$ cat config.mk
export PLATFORM = sky130hd
export DESIGN_NAME = tcp_connection_state_machine
export DESIGN_NICKNAME = d
export VERILOG_FILES = /design/src/sv/tcsm_pkg.sv /design/src/sv/tcsm_step.sv /design/src/sv/tcp_connection_state_machine.sv
export SDC_FILE = /design/constraint.sdc
export NUM_CORES = 2
export LEC_CHECK = 0
export CAP_MARGIN = 25
export CORE_UTILIZATION = 45
export DETAILED_ROUTE_END_ITERATION = 6
export DONT_BUFFER_PORTS = 1
export HOLD_SLACK_MARGIN = 0.12
export PLACE_DENSITY = 0.64
export SYNTH_ARGS = -nofsm -noshare
export SYNTH_HDL_FRONTEND = slang
export SYNTH_HIERARCHICAL = 1
export SYNTH_SLANG_ARGS = --single-unit
$ cat constraint.sdc
create_clock -name clk_i -period 17.6 [get_ports clk_i]
set_input_delay 0.88 -clock clk_i [delete_from_list [all_inputs] [get_ports clk_i]]
set_output_delay 0.88 -clock clk_i [all_outputs]
set_load 0.02 [all_outputs]
$ cat src/sv/tcsm_pkg.sv
package tcsm_pkg;

  localparam int unsigned ConnectionsDef = 8;

  localparam logic [7:0] HdrOverheadRst = 8'd58;

  localparam logic [15:0] FlagSyn = 16'h0200;
  localparam logic [15:0] FlagFin = 16'h0100;
  localparam logic [15:0] FlagAck = 16'h1000;

  localparam logic [3:0] StUnused      = 4'd0;
  localparam logic [3:0] StClosed      = 4'd1;
  localparam logic [3:0] StListen      = 4'd2;
  localparam logic [3:0] StSynSent     = 4'd3;
  localparam logic [3:0] StSynRcvd     = 4'd4;
  localparam logic [3:0] StEstablished = 4'd5;
  localparam logic [3:0] StFinWait1    = 4'd6;
  localparam logic [3:0] StFinWait2    = 4'd7;
  localparam logic [3:0] StClosing     = 4'd8;
  localparam logic [3:0] StTimeWait    = 4'd9;
  localparam logic [3:0] StLastAck     = 4'd10;

  localparam logic [1:0] StatusOk       = 2'd0;
  localparam logic [1:0] StatusNotOpen  = 2'd1;
  localparam logic [1:0] StatusShort    = 2'd2;

  localparam logic FuncSegment = 1'b0;
  localparam logic FuncLoad    = 1'b1;

  typedef struct packed {
    logic        func;
    logic [2:0]  conn;
    logic [15:0] flag_word;
    logic [31:0] seq_no;
    logic [31:0] ack_no;
    logic [31:0] src_addr;
    logic [15:0] seg_port;
    logic [10:0] frame_len;
    logic [3:0]  load_state;
  } item_t;

  typedef struct packed {
    logic [3:0]  state;
    logic [31:0] snd;
    logic [31:0] rcv;
    logic [31:0] addr;
    logic [15:0] port;
  } slot_t;

  typedef struct packed {
    logic        send_valid;
    logic [15:0] flags;
    logic [31:0] seq;
    logic [31:0] ack;
    logic [31:0] addr;
    logic [15:0] port;
    logic        deliver;
    logic [10:0] plen;
    logic [1:0]  status;
    logic [3:0]  state;
    logic        last;
  } res_t;

endpackage

$ cat src/sv/tcsm_step.sv
module tcsm_step (
  input  tcsm_pkg::item_t item_i,
  input  logic            in_range_i,
  input  tcsm_pkg::slot_t slot_i,
  input  logic [7:0]      hdr_i,
  output tcsm_pkg::slot_t slot_o,
  output logic            we_o,
  output tcsm_pkg::res_t  res0_o,
  output tcsm_pkg::res_t  res1_o,
  output logic            two_o
);
  import tcsm_pkg::*;

  logic        syn, fin, ack;
  logic [11:0] clen;
  logic        clen_neg, clen_pos;
  logic [10:0] plen;
  logic [31:0] sq_inc;
  logic        dlv;
  logic [1:0]  status;
  logic        nsend;
  logic [15:0] f0, f1;
  logic [31:0] s0, k0, s1, k1;
  slot_t       nxt;

  assign syn      = item_i.flag_word[9];
  assign fin      = item_i.flag_word[8];
  assign ack      = item_i.flag_word[12];
  assign clen     = {1'b0, item_i.frame_len} - {4'd0, hdr_i};
  assign clen_neg = clen[11];
  assign clen_pos = !clen_neg && (clen != 12'd0);
  assign plen     = clen[10:0];
  assign sq_inc   = item_i.seq_no + 32'd1;

  always_comb begin
    nxt    = slot_i;
    dlv    = 1'b0;
    status = StatusOk;
    nsend  = 1'b0;
    two_o  = 1'b0;
    f0 = '0; s0 = '0; k0 = '0;
    f1 = '0; s1 = '0; k1 = '0;
    if (syn && !ack) begin
      if (slot_i.state == StListen || slot_i.state == StSynSent) begin
        nxt.addr  = item_i.src_addr;
        nxt.port  = item_i.seg_port;
        nxt.rcv   = sq_inc;
        nxt.state = StSynRcvd;
        f0 = FlagAck | FlagSyn; s0 = slot_i.snd; k0 = sq_inc;
        nsend = 1'b1;
      end
    end else if (syn && ack) begin
      if (slot_i.state == StSynSent) begin
        nxt.addr  = item_i.src_addr;
        nxt.port  = item_i.seg_port;
        nxt.rcv   = sq_inc;
        nxt.snd   = slot_i.snd + 32'd1;
        nxt.state = StEstablished;
        f0 = FlagAck; s0 = slot_i.snd + 32'd1; k0 = sq_inc;
        nsend = 1'b1;
      end
    end else if (fin) begin
      if (slot_i.state == StEstablished || slot_i.state == StFinWait1 ||
          slot_i.state == StFinWait2) begin
        nxt.rcv = slot_i.rcv + 32'd1;
        f0 = FlagAck; s0 = item_i.ack_no; k0 = sq_inc;
        nsend = 1'b1;
        if (slot_i.state == StEstablished) begin
          f1 = FlagFin; s1 = item_i.ack_no; k1 = sq_inc;
          two_o     = 1'b1;
          nxt.state = StLastAck;
        end else if (slot_i.state == StFinWait2) begin
          nxt.state = StTimeWait;
        end else begin
          nxt.state = StClosing;
        end
      end
    end else if (ack) begin
      unique case (slot_i.state)
        StSynRcvd:  nxt.state = StEstablished;
        StFinWait1: nxt.state = StFinWait2;
        StClosing:  nxt.state = StTimeWait;
        StLastAck:  nxt.state = StClosed;
        StEstablished: begin
          if (clen_pos && slot_i.rcv == item_i.seq_no) begin
            dlv     = 1'b1;
            nxt.rcv = slot_i.rcv + {21'd0, plen};
          end
          if (clen_neg) begin
            status = StatusShort;
          end else if (item_i.ack_no > slot_i.snd) begin
            nxt.snd = item_i.ack_no;
          end
        end
        default: ;
      endcase
    end else begin
      if (clen_pos && item_i.seq_no == slot_i.rcv) begin
        dlv     = 1'b1;
        nxt.rcv = item_i.seq_no + {21'd0, plen};
        f0 = FlagAck; s0 = item_i.ack_no; k0 = item_i.seq_no + {21'd0, plen};
        nsend = 1'b1;
      end
      if (clen_neg) status = StatusShort;
    end

    we_o   = 1'b0;
    slot_o = nxt;
    res0_o = '0;
    res1_o = '0;
    res0_o.last = 1'b1;
    if (!in_range_i) begin
      res0_o.status = StatusNotOpen;
      two_o = 1'b0;
    end else if (item_i.func == FuncLoad) begin
      we_o          = 1'b1;
      slot_o.state  = (item_i.load_state <= StLastAck) ? item_i.load_state : StUnused;
      slot_o.snd    = item_i.seq_no;
      slot_o.rcv    = item_i.ack_no;
      slot_o.addr   = item_i.src_addr;
      slot_o.port   = item_i.seg_port;
      res0_o.addr   = item_i.src_addr;
      res0_o.port   = item_i.seg_port;
      res0_o.state  = slot_o.state;
      two_o = 1'b0;
    end else if (slot_i.state == StUnused) begin
      res0_o.status = StatusNotOpen;
      two_o = 1'b0;
    end else begin
      we_o = 1'b1;
      res0_o.send_valid = nsend;
      res0_o.flags      = f0;
      res0_o.seq        = s0;
      res0_o.ack        = k0;
      res0_o.addr       = nxt.addr;
      res0_o.port       = nxt.port;
      res0_o.deliver    = dlv;
      res0_o.plen       = dlv ? plen : 11'd0;
      res0_o.status     = status;
      res0_o.state      = nxt.state;
      res0_o.last       = !two_o;
      res1_o            = res0_o;
      res1_o.flags      = f1;
      res1_o.seq        = s1;
      res1_o.ack        = k1;
      res1_o.last       = 1'b1;
    end
  end

endmodule

$ cat src/sv/tcp_connection_state_machine.sv
// TCP connection handshake/teardown engine over CONNECTIONS slots.
// Input channel (in_valid_i/in_stall_o): one word per item, either a slot
// load (func_i = 1) or a received segment (func_i = 0). Output channel
// (out_valid_o/out_stall_i): one or two result words per item, last_o set on
// the final one. cfg_we_i/cfg_wdata_i write header_overhead; the user must do
// so only while idle, as the block does not enforce it. The item is registered
// on accept and its results into the result buffer when the step stage fires.
// Throughput: 1 item per cycle for single-result items without output stalls;
// the two-entry result buffer holds the step stage until it has room.
// Slot storage is a memory read on accept with a registered read; a slot
// written in the cycle it is read is forwarded. Per-slot valid flops make
// every slot read as unused/zero right after reset, so there is no clearing
// pass. Reset also sets header_overhead to 58 and empties the pipeline.
// A stalled receiver holds the current result; while the buffer holds an untaken
// word the step stage cannot fire and the input stalls as well, with no word lost.
module tcp_connection_state_machine #(
  parameter int unsigned CONNECTIONS = tcsm_pkg::ConnectionsDef
) (
  input  logic        clk_i,
  input  logic        rst_ni,
  input  logic        cfg_we_i,
  input  logic [7:0]  cfg_wdata_i,
  input  logic        in_valid_i,
  output logic        in_stall_o,
  input  logic        func_i,
  input  logic [2:0]  conn_i,
  input  logic [15:0] flag_word_i,
  input  logic [31:0] seq_no_i,
  input  logic [31:0] ack_no_i,
  input  logic [31:0] src_addr_i,
  input  logic [15:0] seg_port_i,
  input  logic [10:0] frame_len_i,
  input  logic [3:0]  load_state_i,
  output logic        out_valid_o,
  input  logic        out_stall_i,
  output logic        send_valid_o,
  output logic [15:0] out_flags_o,
  output logic [31:0] out_seq_o,
  output logic [31:0] out_ack_o,
  output logic [31:0] peer_addr_out_o,
  output logic [15:0] peer_port_out_o,
  output logic        deliver_o,
  output logic [10:0] payload_len_o,
  output logic [1:0]  status_o,
  output logic [3:0]  new_state_o,
  output logic        last_o
);
  import tcsm_pkg::*;

  localparam int unsigned IdxW = (CONNECTIONS > 1) ? $clog2(CONNECTIONS) : 1;

  logic [7:0]      hdr_q;
  slot_t           mem_q [CONNECTIONS];
  logic [CONNECTIONS-1:0] slot_vld_q;

  item_t           item_q;
  logic            in_vld_q;
  logic            in_range_q;
  logic [IdxW-1:0] addr_q;
  slot_t           rd_data_q;
  slot_t           fwd_slot_q;
  logic            fwd_q;
  logic            rd_vld_q;

  res_t            res_q [2];
  logic [1:0]      out_cnt_q;

  logic            accept, fire, out_take;
  logic [IdxW-1:0] rd_addr;
  logic            rd_range;
  logic            same_slot;
  slot_t           cur_slot, wr_slot;
  logic            we;
  res_t            r0, r1;
  logic            two;

  assign rd_addr  = IdxW'(conn_i);
  assign rd_range = {29'd0, conn_i} < 32'(CONNECTIONS);
  assign out_take = out_valid_o && !out_stall_i;
  assign fire     = in_vld_q && ((out_cnt_q == 2'd0) || (out_cnt_q == 2'd1 && out_take));
  assign in_stall_o = in_vld_q && !fire;
  assign accept   = in_valid_i && !in_stall_o;
  assign same_slot = fire && we && (addr_q == rd_addr);

  always_comb begin
    if (!rd_vld_q) begin
      cur_slot = '0;
    end else if (fwd_q) begin
      cur_slot = fwd_slot_q;
    end else begin
      cur_slot = rd_data_q;
    end
  end

  tcsm_step u_step (
    .item_i     (item_q),
    .in_range_i (in_range_q),
    .slot_i     (cur_slot),
    .hdr_i      (hdr_q),
    .slot_o     (wr_slot),
    .we_o       (we),
    .res0_o     (r0),
    .res1_o     (r1),
    .two_o      (two)
  );

  always_ff @(posedge clk_i) begin
    if (fire && we) mem_q[addr_q] <= wr_slot;
    if (accept) begin
      rd_data_q  <= mem_q[rd_addr];
      fwd_slot_q <= wr_slot;
      item_q     <= '{func: func_i, conn: conn_i, flag_word: flag_word_i,
                      seq_no: seq_no_i, ack_no: ack_no_i, src_addr: src_addr_i,
                      seg_port: seg_port_i, frame_len: frame_len_i,
                      load_state: load_state_i};
      addr_q     <= rd_addr;
      in_range_q <= rd_range;
    end
    if (fire) begin
      res_q[0] <= r0;
      res_q[1] <= r1;
    end else if (out_take && out_cnt_q == 2'd2) begin
      res_q[0] <= res_q[1];
    end
  end

  always_ff @(posedge clk_i or negedge rst_ni) begin
    if (!rst_ni) begin
      hdr_q      <= HdrOverheadRst;
      slot_vld_q <= '0;
      in_vld_q   <= 1'b0;
      fwd_q      <= 1'b0;
      rd_vld_q   <= 1'b0;
      out_cnt_q  <= 2'd0;
    end else begin
      if (cfg_we_i) hdr_q <= cfg_wdata_i;
      if (fire && we) slot_vld_q[addr_q] <= 1'b1;
      if (accept) begin
        in_vld_q <= 1'b1;
        fwd_q    <= same_slot;
        rd_vld_q <= slot_vld_q[rd_addr] || same_slot;
      end else if (fire) begin
        in_vld_q <= 1'b0;
      end
      if (fire) begin
        out_cnt_q <= two ? 2'd2 : 2'd1;
      end else if (out_take) begin
        out_cnt_q <= out_cnt_q - 2'd1;
      end
    end
  end

  assign out_valid_o     = out_cnt_q != 2'd0;
  assign send_valid_o    = res_q[0].send_valid;
  assign out_flags_o     = res_q[0].flags;
  assign out_seq_o       = res_q[0].seq;
  assign out_ack_o       = res_q[0].ack;
  assign peer_addr_out_o = res_q[0].addr;
  assign peer_port_out_o = res_q[0].port;
  assign deliver_o       = res_q[0].deliver;
  assign payload_len_o   = res_q[0].plen;
  assign status_o        = res_q[0].status;
  assign new_state_o     = res_q[0].state;
  assign last_o          = res_q[0].last;

endmodule

### Word-level counts from Yosys, hierarchy flattened

Memory sizes are Yosys's and may differ from the RTL's. A register that Yosys moved wholly into a read port is not among the register bits.
Index checks and enable logic that the tools add are counted.

* input port bits: 160
* memories kept: 2
* RAM bits: 1224
* register bits: 281
* output and inout port bits: 150

* bitwise logic cells: 2
* order comparisons: 5
* reductions and logical operators: 31
* $add $sub $neg: 7
* eq/ne operators: 13
* mux-type cells: 129

Memory list
* mem_q: words 8, bits a word 116, read ports 1, clocked after memory_dff 1, write ports 1, line tcp_connection_state_machine.sv:53 `slot_t mem_q [CONNECTIONS];`
* res_q: words 2, bits a word 148, read ports 2, clocked after memory_dff 0, write ports 2, line tcp_connection_state_machine.sv:65 `res_t res_q [2];`

Operator list (count)
* $mux W32: 35
* $mux W116: 6
* $mux W148: 3
* $mux W64: 5
* $mux W80: 2
* $mux W141: 1
* $mux W16: 7
* $add A32 B1 Y32 const B: 3
* $mux W48: 2
* $mux W81: 1
* $mux W68: 1
* $mux W13: 5
* $add A32 B11 Y32: 2
* $eq A32 B32 Y1: 2
* $mux W1: 36
* $mux W36: 1
* $gt A32 B32 Y1: 1
* $mux W4: 7
* $mux W2: 10
* $eq A4 B3 Y1 const B: 4
* $pmux W4 S4: 1
* $logic_and A1 B1 Y1: 14
* $mux W14: 1
* $reduce_bool A12 Y1: 1
* 22 further kinds: 36

### Longest topological paths before layout

* depth after elaboration: 17
* mapped depth: 21
* gate-level depth less buffers: 19

### By module

The synthesis kept the hierarchy.

Modules (own cells, without submodules)
* tcp_connection_state_machine: instances 1, area an instance 60269.1 um^2, cells an instance 2529
* tcsm_step: instances 1, area an instance 13097.6 um^2, cells an instance 2178

### Worst setup path after synthesis

No wires, ideal clock.

* path kind: input to register
* start: input port out_stall_i
* end: memory mem_q[1][0] in the netlist's numbering, enable pin
* path buffers: 1
* stages: 5
* setup slack: 6274 ps
* arrival: 10594 ps
* cell sequence: nor2b_1 -> o21a_1 -> buf_4 -> nand3_1 -> nor3_1

* longest elaborated chain between the ends: 8

Ends and longest elaborated chain
* start: declaration: line tcp_connection_state_machine.sv:35 `input logic out_stall_i,`
* $logic_not A1 Y1: line tcp_connection_state_machine.sv:79 `assign out_take = out_valid_o && !out_stall_i;`
* $logic_and A1 B1 Y1: line tcp_connection_state_machine.sv:79
* $logic_and A1 B1 Y1: line tcp_connection_state_machine.sv:80 `assign fire = in_vld_q && ((out_cnt_q == 2'd0) || (out_cnt_q == 2'd1 && out_take));`
* $logic_or A1 B1 Y1: line tcp_connection_state_machine.sv:80
* $logic_and A1 B1 Y1: line tcp_connection_state_machine.sv:80
* via fire: line tcp_connection_state_machine.sv:68 `logic accept, fire, out_take;`
* $logic_and A1 B1 Y1: line tcp_connection_state_machine.sv:108 `if (fire && we) mem_q[addr_q] <= wr_slot;`
* $mux W1: line tcp_connection_state_machine.sv:108
* $mux W1 (implied by the code): line tcp_connection_state_machine.sv:108
* end: declaration: line tcp_connection_state_machine.sv:53

The timed path passes the listed nets, and every way through them passes these cells.

==> results.md <==
* Outcome: finished, violations left
* Failing checks: design-rule violations
* Crit path capture type: flop
* # setup viols final at 0
* TritonCTS clock tree: built
* CTS Sinks at 1611
* Setup Skew at slightly above 0.07 ns
* Die width at ~400 um
* Total track usage at about a quarter
* Initial antenna violation count at 22
* Post-route design area at between 0.08 and 0.09 mm2
* Row count at 147
* Peak VDD IR at approximately 130 uV
* Area Overhead vs Synth at 12.3%
* Share of layout cells above drive strength 1 at ~18%
* Postcts setup bufs at 0
* Slew margin rel. at 21.3%
* Setup TNS at 0 ns
* Leak Pwr at 27.3 nW
* Nets at 5042
* Die area at 0.164 mm2
* Via count at 43300
* Number of global-route vias before repair at ~42000
* Clock Tree Root: clkbuf_16
* Vias/cell at between 6 and 7
* Clock latency on the worst-skew pair at roughly 0.83 ns
* Gpl congestion at approximately 0.97
* DR WL/cell at 29.0 um
* Placement Cell Area at 0.0749 mm2
* # hold bufs at CTS at between 100 and 150
* Yosys warns at 6
* Unrepaired setup endpoints after global routing: false
* Post-route ant nets at 0
* Core Area at between 0.15 and 0.2 mm2
* Fin. max-slew vios at 0
* Max Freq at 142 MHz
* WP data required at roughly 18 ns
* H-tree lvl count at 4
* Crit path launch type: flop
* Tcrit/Tclk final at between 40% and 50%
* Pwr dens at approximately 150 mW/mm2
* Clock transition at path regs at about 0.060 ns
* Routed wire length at approximately 210 mm
* Syn avg cell area at 15.5 um2
* Crit-path max FO at 33
* Largest net degree at the start of global routing at ~240
* Die height at between 400 and 500 um
* TritonRoute pass-1 iters at 7
* Post-Syn Area at about 0.073 mm2
* Final HPWL from detailed placement at approximately 120 mm
* Initial Util at 45.4%
* I/O Pins at 310
* Final hold violation count at 0
* Crit Path Category: reg -> reg
* Worst Path Arrival at approximately 7.5 ns
* Synth Instances at 4694
* Tmin final at 7.06 ns
* DRC errors left at 1
* Port Buffers at 0
* Initial drt markers at approximately 5400
* CTS resizes at 0
* First-pass GRT wire length at 295 mm
* Clock tree buffer depth at 3
* CTS buffer count at around 170
* HP Class: in -> reg
* Overflow after GRT at 0
* Max-cap violation count at 0
* Worst-Margin Slew at 1.18 ns
==> sequential cells by signal (all words and copies together), names as in the netlist <==
name / count
in_vld_q: 1
rd_vld_q: 1
item_q: 131
fwd_q: 1
addr_q: 3
fwd_slot_q: 116
out_cnt_q: 2
slot_vld_q: 8
rd_data_q: 116
res_q: 296
mem_q: 928
hdr_q: 8
==> area by class of cell <==
class	count	area, um2
antenna	3	7.51
clock buffer	191	4330
clock inverter	110	1220
fill	13300	78800
inverter	84	315
multi-input combinational	2692	22700
sequential	1611	48300
tap	2160	2700
timing repair buffer	253	2340
==> placed cells by master, fill, tap and decap left out, types with 17 or more instances in the layout <==
cell and count:
a211oi_1 36, a21o_1 66, a21oi_1 218, a31oi_1 17
and2_1 51, and3_1 20, buf_4 103, bufinv_16 17
clkbuf_1 20, clkbuf_16 169, clkinv_1 36, clkinv_2 30
conb_1 38, dlygate4sd3_1 133, edfxtp_1 1590, ha_1 71
inv_1 81, mux2_1 120, mux2_2 145, mux2_4 58
mux2i_1 139, mux4_2 234, nand2_1 299, nand3_1 75
nand4_1 34, nor2_1 236, nor2b_1 127, nor3_1 47
nor4_1 26, o211ai_1 35, o21ai_0 115, o22ai_1 27
o31ai_1 18, xnor2_1 118, xor2_1 54
==> worst max-delay path: stages, from the launching register on <==
cell and delay (ns):
dfrtp_4 0.75, buf_4 0.72, buf_4 0.54, mux2i_1 0.24
nor2b_1 0.63, nor3b_2 0.28, buf_4 0.40, nand2_1 0.35
buf_4 0.37, nand2_1 0.61, nand2_1 0.71, a21o_1 0.38
a41oi_1 0.23, a21o_1 0.12, nand3_1 0.27
==> final timing paths <==
check                               start            end  slack (ns)  cells after the start
setup / recovery                    fwd_q  mem_q[4][102]       10.54                     14
setup reg to reg                    fwd_q  mem_q[4][102]       10.54                     14
max in group asynchronous          rst_ni       hdr_q[1]       16.82                      2
hold / removal             cfg_wdata_i[5]       hdr_q[5]        0.23                      1
hold reg to reg             slot_vld_q[4]  slot_vld_q[4]        0.48                      1
min in group asynchronous          rst_ni       rd_vld_q        0.54                      2
==> power breakdown <==
| group | switching [W] | total [W] | internal (W) | leakage [nW] |
|---|---|---|---|---|
| clock | 0.00151 | 0.00355 | 0.00203 | 2.69 |
| combinational | 0.00210 | 0.00304 | 0.000933 | 9.55 |
| sequential | 0.000540 | 0.00594 | 0.00540 | 15.0 |
==> per-stage QoR <==
step           power (W)  utilization (%)  cells  hold slack [ns]  setup slack, ns
2_1_floorplan    0.00794                -   4730            0.432             6.27
3_3_place_gp     0.00887             46.6   6654            0.455            10.70
3_5_place_dp     0.00894             46.6   6656            0.458            10.60
4_1_cts           0.0125             50.9   7091            0.164            10.54
5_1_grt           0.0130             51.0   7102            0.194            10.35
6_report          0.0125             51.0   7104            0.231            10.54
==> routing by layer <==
metal	GRT usage [%]	share of wire [%]	wire, um	vias to the layer above
met4	8.92	3.4	7110	12
met2	38.4	46	94200	2335
met3	6.07	10	20600	476
met5	0	0.038	79	-
li1	-	-	-	18300
met1	34.4	41	84000	22100
No activity file was read; power rests on OpenSTA's default activity.
